**config.mk**
```make
export PLATFORM = sky130hd
export DESIGN_NAME = horizontal_linear_downscaler
export DESIGN_NICKNAME = d
export VERILOG_FILES = /design/src/design/hld_pkg.sv /design/src/design/hld_front.sv /design/src/design/hld_queue.sv /design/src/design/hld_blend.sv /design/src/design/hld_back.sv /design/src/design/horizontal_linear_downscaler.sv
export SDC_FILE = /design/constraint.sdc
export NUM_CORES = 2
export LEC_CHECK = 0
export BUFFER_PORTS_ARGS = -buffer_cell sky130_fd_sc_hd__buf_2
export CORE_ASPECT_RATIO = 0.6
export CORE_MARGIN = 1
export CORE_UTILIZATION = 30
export CTS_CLUSTER_DIAMETER = 30
export CTS_CLUSTER_SIZE = 20
export DETAILED_ROUTE_END_ITERATION = 8
export GPL_TIMING_DRIVEN = 0
export PLACE_DENSITY = 0.49
export SLEW_MARGIN = 25
export SYNTH_ARGS = -nofsm -noshare
export SYNTH_HDL_FRONTEND = slang
export SYNTH_SLANG_ARGS = --single-unit
export TNS_END_PERCENT = 100
```
**constraint.sdc**
```tcl
create_clock -name aclk -period 25.8 [get_ports aclk]
set_input_delay 2.58 -clock aclk [delete_from_list [all_inputs] [get_ports aclk]]
set_output_delay 2.58 -clock aclk [all_outputs]
set_load 0.02 [all_outputs]
```
**src/design/hld_pkg.sv**
```systemverilog
`timescale 1ns / 1ps

package hld_pkg;

    localparam int CFG_W       = 13;
    localparam int IDX_W       = 2;
    localparam int PIX_W       = 8;
    localparam int QUEUE_DEPTH = 2;

    localparam logic [IDX_W-1:0] REG_SRC_WIDTH  = 2'd0;
    localparam logic [IDX_W-1:0] REG_DST_WIDTH  = 2'd1;
    localparam logic [IDX_W-1:0] REG_SRC_HEIGHT = 2'd2;

    localparam logic [CFG_W-1:0] SRC_WIDTH_RST  = 13'd640;
    localparam logic [CFG_W-1:0] DST_WIDTH_RST  = 13'd640;
    localparam logic [CFG_W-1:0] SRC_HEIGHT_RST = 13'd480;

    typedef struct packed {
        logic [PIX_W-1:0] y;
        logic [PIX_W-1:0] u;
        logic [PIX_W-1:0] v;
    } pixel_t;

    // what the back end has to do for one accepted input pixel
    typedef struct packed {
        logic blend;
        logic exact;
        logic row_end;
        logic frame_end;
    } cmd_flags_t;

    typedef struct packed {
        logic mul;
        logic load;
        logic step;
    } blend_ctl_t;

    typedef enum logic [2:0] {
        BK_IDLE,
        BK_MUL,
        BK_LOAD,
        BK_DIV,
        BK_BLEND_OUT,
        BK_EXACT_OUT
    } back_state_t;

    // largest size a 13-bit register can reach after saturation
    function automatic int eff_max(input int limit);
        int cfg_max;
        cfg_max = (1 << CFG_W) - 1;
        return (limit < cfg_max) ? limit : cfg_max;
    endfunction

endpackage

```
**src/design/hld_front.sv**
```systemverilog
`timescale 1ns / 1ps

module hld_front #(
    parameter int MAX_WIDTH  = 4096,
    parameter int MAX_HEIGHT = 4096,
    parameter int WGT_W      = 13
) (
    input  logic                         aclk,
    input  logic                         aresetn,
    input  logic                         cfg_wr_en,
    input  logic [hld_pkg::IDX_W-1:0]    cfg_index,
    input  logic [hld_pkg::CFG_W-1:0]    cfg_wdata,
    input  logic                         s_valid,
    output logic                         s_ready,
    input  hld_pkg::pixel_t              s_pix,
    input  logic                         q_full,
    output logic                         q_push,
    output hld_pkg::cmd_flags_t          q_flags,
    output hld_pkg::pixel_t              q_held,
    output hld_pkg::pixel_t              q_cur,
    output logic [WGT_W-1:0]             q_wf,
    output logic [WGT_W-1:0]             q_ws
);

    localparam int ES_MAX = hld_pkg::eff_max(MAX_WIDTH);
    localparam int EH_MAX = hld_pkg::eff_max(MAX_HEIGHT);
    localparam int EW     = WGT_W;
    localparam int CW     = $clog2(ES_MAX);
    localparam int HW     = $clog2(EH_MAX + 1);
    localparam int RW     = (EH_MAX > 1) ? $clog2(EH_MAX) : 1;

    logic [hld_pkg::CFG_W-1:0] src_width_reg, dst_width_reg, src_height_reg;

    logic [EW-1:0] acc_reg, acc_next;
    logic          pend_reg, pend_next;
    logic [EW-1:0] wf_reg, ws_reg;
    hld_pkg::pixel_t held_reg;
    logic [CW-1:0] col_reg, col_next;
    logic [RW-1:0] row_reg, row_next;

    logic [EW-1:0] es, ed, acc_base, right;
    logic [HW-1:0] eh;
    logic [EW:0]   sum;
    logic          last_col, last_row, upscale, reach, hold, accept;
    hld_pkg::cmd_flags_t flags;

    always_ff @(posedge aclk) begin
        if (!aresetn) begin
            src_width_reg  <= hld_pkg::SRC_WIDTH_RST;
            dst_width_reg  <= hld_pkg::DST_WIDTH_RST;
            src_height_reg <= hld_pkg::SRC_HEIGHT_RST;
        end else if (cfg_wr_en) begin
            unique case (cfg_index)
                hld_pkg::REG_SRC_WIDTH:  src_width_reg  <= cfg_wdata;
                hld_pkg::REG_DST_WIDTH:  dst_width_reg  <= cfg_wdata;
                hld_pkg::REG_SRC_HEIGHT: src_height_reg <= cfg_wdata;
                default: ;
            endcase
        end
    end

    // zero source sizes and oversized register values mapped to usable sizes
    always_comb begin
        if (src_width_reg == '0) begin
            es = EW'(1);
        end else if (int'(src_width_reg) > ES_MAX) begin
            es = EW'(ES_MAX);
        end else begin
            es = EW'(src_width_reg);
        end
        if (int'(dst_width_reg) > ES_MAX) begin
            ed = EW'(ES_MAX);
        end else begin
            ed = EW'(dst_width_reg);
        end
        if (src_height_reg == '0) begin
            eh = HW'(1);
        end else if (int'(src_height_reg) > EH_MAX) begin
            eh = HW'(EH_MAX);
        end else begin
            eh = HW'(src_height_reg);
        end
    end

    assign accept   = s_valid && s_ready;
    assign s_ready  = !q_full;
    assign last_col = (EW'(col_reg) + EW'(1)) >= es;
    assign last_row = (HW'(row_reg) + HW'(1)) >= eh;
    assign upscale  = ed > es;
    assign acc_base = (acc_reg >= es) ? '0 : acc_reg;
    assign sum      = {1'b0, acc_base} + {1'b0, ed};
    assign reach    = sum >= {1'b0, es};
    assign right    = EW'(sum - {1'b0, es});

    always_comb begin
        acc_next  = acc_reg;
        pend_next = pend_reg;
        hold      = 1'b0;
        flags     = '0;
        if (upscale) begin
            pend_next = 1'b0;
            acc_next  = '0;
        end else begin
            flags.blend = pend_reg;
            pend_next   = 1'b0;
            acc_next    = acc_base;
            if (reach) begin
                if (right == '0 || last_col) begin
                    flags.exact     = 1'b1;
                    flags.row_end   = last_col;
                    flags.frame_end = last_col && last_row;
                    acc_next        = '0;
                end else begin
                    hold      = 1'b1;
                    pend_next = 1'b1;
                    acc_next  = right;
                end
            end else begin
                acc_next = EW'(sum);
            end
        end
        if (last_col) begin
            acc_next = '0;
            col_next = '0;
            row_next = last_row ? '0 : RW'(row_reg + RW'(1));
        end else begin
            col_next = CW'(col_reg + CW'(1));
            row_next = row_reg;
        end
    end

    always_ff @(posedge aclk) begin
        if (!aresetn) begin
            acc_reg  <= '0;
            pend_reg <= 1'b0;
            col_reg  <= '0;
            row_reg  <= '0;
            wf_reg   <= '0;
            ws_reg   <= '0;
            held_reg <= '0;
        end else if (accept) begin
            acc_reg  <= acc_next;
            pend_reg <= pend_next;
            col_reg  <= col_next;
            row_reg  <= row_next;
            if (hold) begin
                wf_reg   <= es - right;
                ws_reg   <= right;
                held_reg <= s_pix;
            end
        end
    end

    assign q_push  = accept && (flags.blend || flags.exact);
    assign q_flags = flags;
    assign q_held  = held_reg;
    assign q_cur   = s_pix;
    assign q_wf    = wf_reg;
    assign q_ws    = ws_reg;

endmodule

```
**src/design/hld_queue.sv**
```systemverilog
`timescale 1ns / 1ps

module hld_queue #(
    parameter int WGT_W = 13
) (
    input  logic                 aclk,
    input  logic                 aresetn,
    input  logic                 push,
    input  hld_pkg::cmd_flags_t  in_flags,
    input  hld_pkg::pixel_t      in_held,
    input  hld_pkg::pixel_t      in_cur,
    input  logic [WGT_W-1:0]     in_wf,
    input  logic [WGT_W-1:0]     in_ws,
    output logic                 full,
    output logic                 empty,
    input  logic                 pop,
    output hld_pkg::cmd_flags_t  out_flags,
    output hld_pkg::pixel_t      out_held,
    output hld_pkg::pixel_t      out_cur,
    output logic [WGT_W-1:0]     out_wf,
    output logic [WGT_W-1:0]     out_ws
);

    localparam int DEPTH = hld_pkg::QUEUE_DEPTH;
    localparam int PW    = $clog2(DEPTH);
    localparam int NW    = $clog2(DEPTH + 1);

    hld_pkg::cmd_flags_t flags_mem [DEPTH];
    hld_pkg::pixel_t     held_mem  [DEPTH];
    hld_pkg::pixel_t     cur_mem   [DEPTH];
    logic [WGT_W-1:0]    wf_mem    [DEPTH];
    logic [WGT_W-1:0]    ws_mem    [DEPTH];

    logic [PW-1:0] wr_ptr_reg, rd_ptr_reg;
    logic [NW-1:0] count_reg;

    assign full  = count_reg == NW'(DEPTH);
    assign empty = count_reg == '0;

    always_ff @(posedge aclk) begin
        if (!aresetn) begin
            wr_ptr_reg <= '0;
            rd_ptr_reg <= '0;
            count_reg  <= '0;
        end else begin
            if (push) begin
                wr_ptr_reg <= (int'(wr_ptr_reg) == DEPTH - 1) ? '0 : PW'(wr_ptr_reg + PW'(1));
            end
            if (pop) begin
                rd_ptr_reg <= (int'(rd_ptr_reg) == DEPTH - 1) ? '0 : PW'(rd_ptr_reg + PW'(1));
            end
            if (push && !pop) begin
                count_reg <= NW'(count_reg + NW'(1));
            end else if (pop && !push) begin
                count_reg <= NW'(count_reg - NW'(1));
            end
        end
    end

    always_ff @(posedge aclk) begin
        if (push) begin
            flags_mem[wr_ptr_reg] <= in_flags;
            held_mem[wr_ptr_reg]  <= in_held;
            cur_mem[wr_ptr_reg]   <= in_cur;
            wf_mem[wr_ptr_reg]    <= in_wf;
            ws_mem[wr_ptr_reg]    <= in_ws;
        end
    end

    assign out_flags = flags_mem[rd_ptr_reg];
    assign out_held  = held_mem[rd_ptr_reg];
    assign out_cur   = cur_mem[rd_ptr_reg];
    assign out_wf    = wf_mem[rd_ptr_reg];
    assign out_ws    = ws_mem[rd_ptr_reg];

endmodule

```
**src/design/hld_blend.sv**
```systemverilog
`timescale 1ns / 1ps

module hld_blend #(
    parameter int WGT_W = 13
) (
    input  logic                       aclk,
    input  hld_pkg::blend_ctl_t        ctl,
    input  logic [hld_pkg::PIX_W-1:0]  a,
    input  logic [hld_pkg::PIX_W-1:0]  b,
    input  logic [WGT_W-1:0]           wf,
    input  logic [WGT_W-1:0]           ws,
    output logic [hld_pkg::PIX_W-1:0]  quo
);

    localparam int PW = hld_pkg::PIX_W;
    localparam int NW = PW + WGT_W;

    logic [NW-1:0]    p1_reg, p2_reg;
    logic [WGT_W-1:0] den_reg, rem_reg;
    logic [PW-1:0]    dq_reg;
    logic [NW-1:0]    num;
    logic [WGT_W:0]   trial;
    logic             qbit;

    assign num   = p1_reg + p2_reg;
    assign trial = {rem_reg, dq_reg[PW-1]};
    assign qbit  = trial >= {1'b0, den_reg};

    // quotient is a weighted mean, so it fits in a pixel and the top bits
    // of the numerator start out below the divisor
    always_ff @(posedge aclk) begin
        if (ctl.mul) begin
            p1_reg  <= NW'(a) * NW'(wf);
            p2_reg  <= NW'(b) * NW'(ws);
            den_reg <= WGT_W'(wf + ws);
        end
        if (ctl.load) begin
            rem_reg <= num[NW-1:PW];
            dq_reg  <= num[PW-1:0];
        end else if (ctl.step) begin
            rem_reg <= qbit ? WGT_W'(trial - {1'b0, den_reg}) : trial[WGT_W-1:0];
            dq_reg  <= {dq_reg[PW-2:0], qbit};
        end
    end

    assign quo = dq_reg;

endmodule

```
**src/design/hld_back.sv**
```systemverilog
`timescale 1ns / 1ps

module hld_back #(
    parameter int WGT_W = 13
) (
    input  logic                       aclk,
    input  logic                       aresetn,
    input  logic                       q_empty,
    output logic                       q_pop,
    input  hld_pkg::cmd_flags_t        q_flags,
    input  hld_pkg::pixel_t            q_held,
    input  hld_pkg::pixel_t            q_cur,
    input  logic [WGT_W-1:0]           q_wf,
    input  logic [WGT_W-1:0]           q_ws,
    output logic                       m_valid,
    input  logic                       m_ready,
    output logic [hld_pkg::PIX_W-1:0]  m_y_out,
    output logic [hld_pkg::PIX_W-1:0]  m_u_out,
    output logic [hld_pkg::PIX_W-1:0]  m_v_out,
    output logic                       m_row_end,
    output logic                       m_frame_end,
    output logic                       m_last_of_run
);

    localparam int SW = $clog2(hld_pkg::PIX_W);
    localparam logic [SW-1:0] STEP_LAST = SW'(hld_pkg::PIX_W - 1);

    hld_pkg::back_state_t state_reg, state_next;
    logic [SW-1:0]        step_reg;

    hld_pkg::cmd_flags_t flags_reg;
    hld_pkg::pixel_t     held_reg, cur_reg;
    logic [WGT_W-1:0]    wf_reg, ws_reg;

    hld_pkg::blend_ctl_t ctl;
    hld_pkg::pixel_t     mixed;

    always_ff @(posedge aclk) begin
        if (!aresetn) begin
            state_reg <= hld_pkg::BK_IDLE;
        end else begin
            state_reg <= state_next;
        end
    end

    always_comb begin
        state_next = state_reg;
        q_pop      = 1'b0;
        unique case (state_reg)
            hld_pkg::BK_IDLE: begin
                if (!q_empty) begin
                    q_pop      = 1'b1;
                    state_next = q_flags.blend ? hld_pkg::BK_MUL : hld_pkg::BK_EXACT_OUT;
                end
            end
            hld_pkg::BK_MUL:  state_next = hld_pkg::BK_LOAD;
            hld_pkg::BK_LOAD: state_next = hld_pkg::BK_DIV;
            hld_pkg::BK_DIV: begin
                if (step_reg == STEP_LAST) begin
                    state_next = hld_pkg::BK_BLEND_OUT;
                end
            end
            hld_pkg::BK_BLEND_OUT: begin
                if (m_ready) begin
                    state_next = flags_reg.exact ? hld_pkg::BK_EXACT_OUT : hld_pkg::BK_IDLE;
                end
            end
            hld_pkg::BK_EXACT_OUT: begin
                if (m_ready) begin
                    state_next = hld_pkg::BK_IDLE;
                end
            end
            default: state_next = hld_pkg::BK_IDLE;
        endcase
    end

    always_ff @(posedge aclk) begin
        if (!aresetn) begin
            step_reg <= '0;
        end else if (state_reg == hld_pkg::BK_DIV) begin
            step_reg <= (step_reg == STEP_LAST) ? '0 : SW'(step_reg + SW'(1));
        end
    end

    always_ff @(posedge aclk) begin
        if (q_pop) begin
            flags_reg <= q_flags;
            held_reg  <= q_held;
            cur_reg   <= q_cur;
            wf_reg    <= q_wf;
            ws_reg    <= q_ws;
        end
    end

    assign ctl.mul  = state_reg == hld_pkg::BK_MUL;
    assign ctl.load = state_reg == hld_pkg::BK_LOAD;
    assign ctl.step = state_reg == hld_pkg::BK_DIV;

    hld_blend #(.WGT_W(WGT_W)) u_blend_y (
        .aclk (aclk), .ctl (ctl), .a (held_reg.y), .b (cur_reg.y),
        .wf (wf_reg), .ws (ws_reg), .quo (mixed.y)
    );

    hld_blend #(.WGT_W(WGT_W)) u_blend_u (
        .aclk (aclk), .ctl (ctl), .a (held_reg.u), .b (cur_reg.u),
        .wf (wf_reg), .ws (ws_reg), .quo (mixed.u)
    );

    hld_blend #(.WGT_W(WGT_W)) u_blend_v (
        .aclk (aclk), .ctl (ctl), .a (held_reg.v), .b (cur_reg.v),
        .wf (wf_reg), .ws (ws_reg), .quo (mixed.v)
    );

    // blend result goes out first, then the exact hit of the same pixel
    always_comb begin
        m_valid       = 1'b0;
        m_y_out       = cur_reg.y;
        m_u_out       = cur_reg.u;
        m_v_out       = cur_reg.v;
        m_row_end     = 1'b0;
        m_frame_end   = 1'b0;
        m_last_of_run = 1'b1;
        if (state_reg == hld_pkg::BK_BLEND_OUT) begin
            m_valid       = 1'b1;
            m_y_out       = mixed.y;
            m_u_out       = mixed.u;
            m_v_out       = mixed.v;
            m_last_of_run = !flags_reg.exact;
        end else if (state_reg == hld_pkg::BK_EXACT_OUT) begin
            m_valid     = 1'b1;
            m_row_end   = flags_reg.row_end;
            m_frame_end = flags_reg.frame_end;
        end
    end

endmodule

```
**src/design/horizontal_linear_downscaler.sv**
```systemverilog
`timescale 1ns / 1ps

// horizontal linear downscaler for a yuv444 raster stream
// s_* channel: one source pixel per transaction, rows of src_width pixels,
//   frames of src_height rows; row and frame position are counted inside
// m_* channel: output pixels, row_end and frame_end on the last pixel of a
//   row and of a frame, last_of_run on the last output caused by one input
// cfg_*: write src_width (0), dst_width (1), src_height (2) while idle
// the front end tracks the phase and posts one command per producing pixel
//   into a two-entry queue; the back end executes commands one at a time
// an exact hit is written into the queue, popped and then offered; a blend
//   is offered once the pixel that completes it has passed pop, multiply,
//   load and 8 restoring divide steps of one quotient bit each
// flow: inputs that produce nothing are taken while the queue is not full;
//   the back end finishes each command, a blend and any exact hit behind it,
//   before popping the next; the queue lets input run ahead by two commands
// reset (aresetn low, synchronous): registers return to 640 x 480 at 1:1,
//   the queue empties and phase and counters clear
// a stalled m_ready holds the current result; input stops once the queue
//   is full
module horizontal_linear_downscaler #(
    parameter int MAX_WIDTH  = 4096,
    parameter int MAX_HEIGHT = 4096
) (
    input  logic                       aclk,
    input  logic                       aresetn,
    input  logic                       cfg_wr_en,
    input  logic [hld_pkg::IDX_W-1:0]  cfg_index,
    input  logic [hld_pkg::CFG_W-1:0]  cfg_wdata,
    input  logic                       s_valid,
    output logic                       s_ready,
    input  logic [hld_pkg::PIX_W-1:0]  s_y_in,
    input  logic [hld_pkg::PIX_W-1:0]  s_u_in,
    input  logic [hld_pkg::PIX_W-1:0]  s_v_in,
    output logic                       m_valid,
    input  logic                       m_ready,
    output logic [hld_pkg::PIX_W-1:0]  m_y_out,
    output logic [hld_pkg::PIX_W-1:0]  m_u_out,
    output logic [hld_pkg::PIX_W-1:0]  m_v_out,
    output logic                       m_row_end,
    output logic                       m_frame_end,
    output logic                       m_last_of_run
);

    localparam int WGT_W = $clog2(hld_pkg::eff_max(MAX_WIDTH) + 1);

    hld_pkg::pixel_t     s_pix;
    logic                push, full, empty, pop;
    hld_pkg::cmd_flags_t in_flags, out_flags;
    hld_pkg::pixel_t     in_held, in_cur, out_held, out_cur;
    logic [WGT_W-1:0]    in_wf, in_ws, out_wf, out_ws;

    assign s_pix.y = s_y_in;
    assign s_pix.u = s_u_in;
    assign s_pix.v = s_v_in;

    hld_front #(
        .MAX_WIDTH  (MAX_WIDTH),
        .MAX_HEIGHT (MAX_HEIGHT),
        .WGT_W      (WGT_W)
    ) u_front (
        .aclk      (aclk),
        .aresetn   (aresetn),
        .cfg_wr_en (cfg_wr_en),
        .cfg_index (cfg_index),
        .cfg_wdata (cfg_wdata),
        .s_valid   (s_valid),
        .s_ready   (s_ready),
        .s_pix     (s_pix),
        .q_full    (full),
        .q_push    (push),
        .q_flags   (in_flags),
        .q_held    (in_held),
        .q_cur     (in_cur),
        .q_wf      (in_wf),
        .q_ws      (in_ws)
    );

    hld_queue #(.WGT_W(WGT_W)) u_queue (
        .aclk      (aclk),
        .aresetn   (aresetn),
        .push      (push),
        .in_flags  (in_flags),
        .in_held   (in_held),
        .in_cur    (in_cur),
        .in_wf     (in_wf),
        .in_ws     (in_ws),
        .full      (full),
        .empty     (empty),
        .pop       (pop),
        .out_flags (out_flags),
        .out_held  (out_held),
        .out_cur   (out_cur),
        .out_wf    (out_wf),
        .out_ws    (out_ws)
    );

    hld_back #(.WGT_W(WGT_W)) u_back (
        .aclk          (aclk),
        .aresetn       (aresetn),
        .q_empty       (empty),
        .q_pop         (pop),
        .q_flags       (out_flags),
        .q_held        (out_held),
        .q_cur         (out_cur),
        .q_wf          (out_wf),
        .q_ws          (out_ws),
        .m_valid       (m_valid),
        .m_ready       (m_ready),
        .m_y_out       (m_y_out),
        .m_u_out       (m_u_out),
        .m_v_out       (m_v_out),
        .m_row_end     (m_row_end),
        .m_frame_end   (m_frame_end),
        .m_last_of_run (m_last_of_run)
    );

endmodule
```
==> metrics.yaml <==
area_growth_pct: 15.9
grt-ovfl-total: 0
drc: 0
cts_root_buf: "clkbuf_16"
io_pins: 73
gr-usage-met3_pct: 7.96
antenna_left: 0
grt_max_degree: 66
worstPathMaxFanout: 22
syn_inst: 4904
r2r_cells: 33
cp_data_arrival_time_ns: 9.51
netlist-cell-type-count: 88
hold_end: "u_queue.ws_mem[1][11]"
grt_pass1_wl_microns: 241000
crit_type: "flop to flop"
maxCapViolations: 0
cts_tree: "built"
place.gp.congestion: 0.894
regToRegSetupSlack_ns: 16.80
cts_sinks: 573
vias: 37000
synth-xor-area-share_pct: 3.72
synth_largest_area_cell: "edfxtp_1"
clk_pin_slew_worst_paths_ns: 0.06
synth.area.top_cells: "edfxtp_1 (27%), fa_1 (17%), ha_1 (12%)"
layout.nets: 6023
use_met1_pct: 32.3
yosys.area_share.adder_pct: 28.2
met2_usage_pct: 23.8
rsz0062_at_grt: "no"
syn_area_per_cell_sq_um: 9.98
start_kind: "flop"
synth_largest_type_area_fraction_pct: 26.7
syn_area_sq_um: 48900
slowest_stage: "a2111oi_0"
die_width_microns: 523
async_flop_share_pct: 0
max_stage_delay_ns: 0.66
max-slew-margin-rel_pct: 25.2
fill_cells: 16300
numCtsBuffers: 111
syn-num-nets: 5806
synth-edff-count: 435
portBuffers: 71
synthSimpleGateAreaFrac_pct: 16.2
seqCellArea_sq_um: 15800
worstMarginPinSlew_ns: 1.12
grt_pass1_vias: 35900
multi_input_area_sq_um: 30600
die-area_sq_um: 165000
r2r-start: "u_front.src_width_reg[12]"
busiest_layer: "met1"
hold_buffers: 0
ys_seq_area_share_pct: 32.3
synthMuxAreaShare_pct: 4.01
finalWirelength_microns: 164000
worstSetupEndpointType: "flop"
yosysWarnings: 0
finalHoldViolCount: 0
clk_latency_ns: 0.80
start_util_pct: 30.3
finalClockSkew_ns: 0.140
dr.pass1.iters: 5
whs_path_depth: 0
r2r_end: "u_queue.cur_mem[0][8]"
hp-start: "u_front.q_ws[11]"
coreArea_sq_um: 161000
antenna_found_initial: 28
cts_resized: 0
reg_top3: "u_queue.cur_mem: 48 flops, u_queue.held_mem: 48 flops"
drive_above_1_share_pct: 9.29
fp-row-count: 114
fmax_ghz: 0.111
avgViaCountPerCell: 5.00
post_cts_buffers: 0
drv_slew: 0
grtUsageTotal_pct: 20.1
synth_top_family_by_area: "adder cells"
synthFlopType: "edfxtp_1"
layout_min_cycle_time_ns: 9.00
layout_worst_path_cycle_share_pct: 34.9
synth_seq_cells: 573
place_hpwl_microns: 132000
finalSetupTns_ns: 0
cts_max_level: 3
die_h_microns: 315
hold_class: "flop to flop"
synth-compound-area-share_pct: 10.1
wl_per_cell_microns: 22.2
crit_required_ns: 26.31
clockBufferDepth: 3
yosys-top-cells-count: "nand2_1 (674), inv_1 (504), ha_1 (452), edfxtp_1 (435), fa_1 (406)"
drtIter0Drc: 3459
setup_viol: 0
synth.most_common_cell: "nand2_1"
status: "complete, no violations"
[through the flow]
stage	cell area, sq um	hold slack (ns)	worst slack [ns]	util (%)	instances
floorplan	48900	0.425	14.26	-	4904
global placement	52000	0.436	7.28	32.2	7121
detailed placement	52500	0.441	16.79	32.5	7154
CTS	56500	0.449	16.82	35.0	7366
global route	56700	0.457	16.16	35.1	7404
finish	56700	0.438	16.80	35.1	7407
[layout make-up]
| cell class | instances | area share (%) |
|---|---|---|
| timing repair buffer | 104 | 1.45 |
| tap | 2146 | 4.74 |
| multi-input combinational | 3634 | 53.9 |
| buffer | 189 | 1.35 |
| clock buffer | 117 | 4.96 |
| antenna | 41 | 0.181 |
| clock inverter | 95 | 2.10 |
| inverter | 508 | 3.37 |
| sequential | 573 | 27.9 |
[layer usage]
metal | share of wire [%] | wire [microns] | vias to the layer above
li1 | - | - | 17300
met3 | 11 | 18900 | 148
met1 | 52 | 86100 | 18200
met5 | 0.27 | 436 | -
met2 | 35 | 56800 | 1337
met4 | 1.4 | 2230 | 8
[how the worst max path moves through the flow]
| stage | slack (ns) | cells past startpoint | start | endpoint |
|---|---|---|---|---|
| global placement | 7.28 | 2 | u_back.state_reg[0] | u_back.u_blend_v.p1_reg[20] |
| global route | 16.16 | 33 | u_front.src_width_reg[12] | u_queue.cur_mem[0][10] |
| detailed placement | 16.79 | 33 | u_front.src_width_reg[12] | u_queue.cur_mem[0][0] |
| finish | 16.80 | 33 | u_front.src_width_reg[12] | u_queue.cur_mem[0][8] |
| CTS | 16.82 | 33 | u_front.src_width_reg[12] | u_queue.cur_mem[0][10] |
| floorplan | 14.26 | 2 | u_back.state_reg[0] | u_back.u_blend_u.p1_reg[0] |
[cell usage in the layout, fill, tap and decap left out, types with 85 or more instances in the layout]
master     netlist  routed
a21oi_1        225     225
and2_1         316     316
clkbuf_1       174     178
clkbuf_16        0     111
dfxtp_1        138     138
edfxtp_1       435     435
fa_1           406     406
ha_1           452     452
inv_1          504     503
mux2_2         104     104
nand2_1        674     674
nand3_1         85      85
nor2_1         177     175
o21ai_0        157     157
xnor2_1        152     142
[critical path: cells and delay by family (launching register included)]
| family | cells | cell delay (ns) |
|---|---|---|
| AOI/OAI and AO/OA | 13 | 2.84 |
| and+or+nand+nor | 7 | 1.97 |
| adders and majority gates | 4 | 1.46 |
| buffers and inverters | 8 | 1.86 |
| DFF | 1 | 0.35 |
| xor gates and xnor gates | 1 | 0.24 |
[cells by family (layout without fill, tap and decap cells)]
kind of cell | count (synthesis) | in the layout
AND/OR/NAND/NOR | 1623 | 1623
adder cells (fa/ha/maj) | 858 | 858
AO/OA/AOI/OAI | 764 | 764
buffers and inverters | 697 | 1013
flip-flops | 573 | 573
XOR/XNOR | 206 | 206
multiplexers | 183 | 183
other | 0 | 41
Power is not shown: default switching activity piles up to over one toggle a cycle in this logic, so the estimate is an artifact.
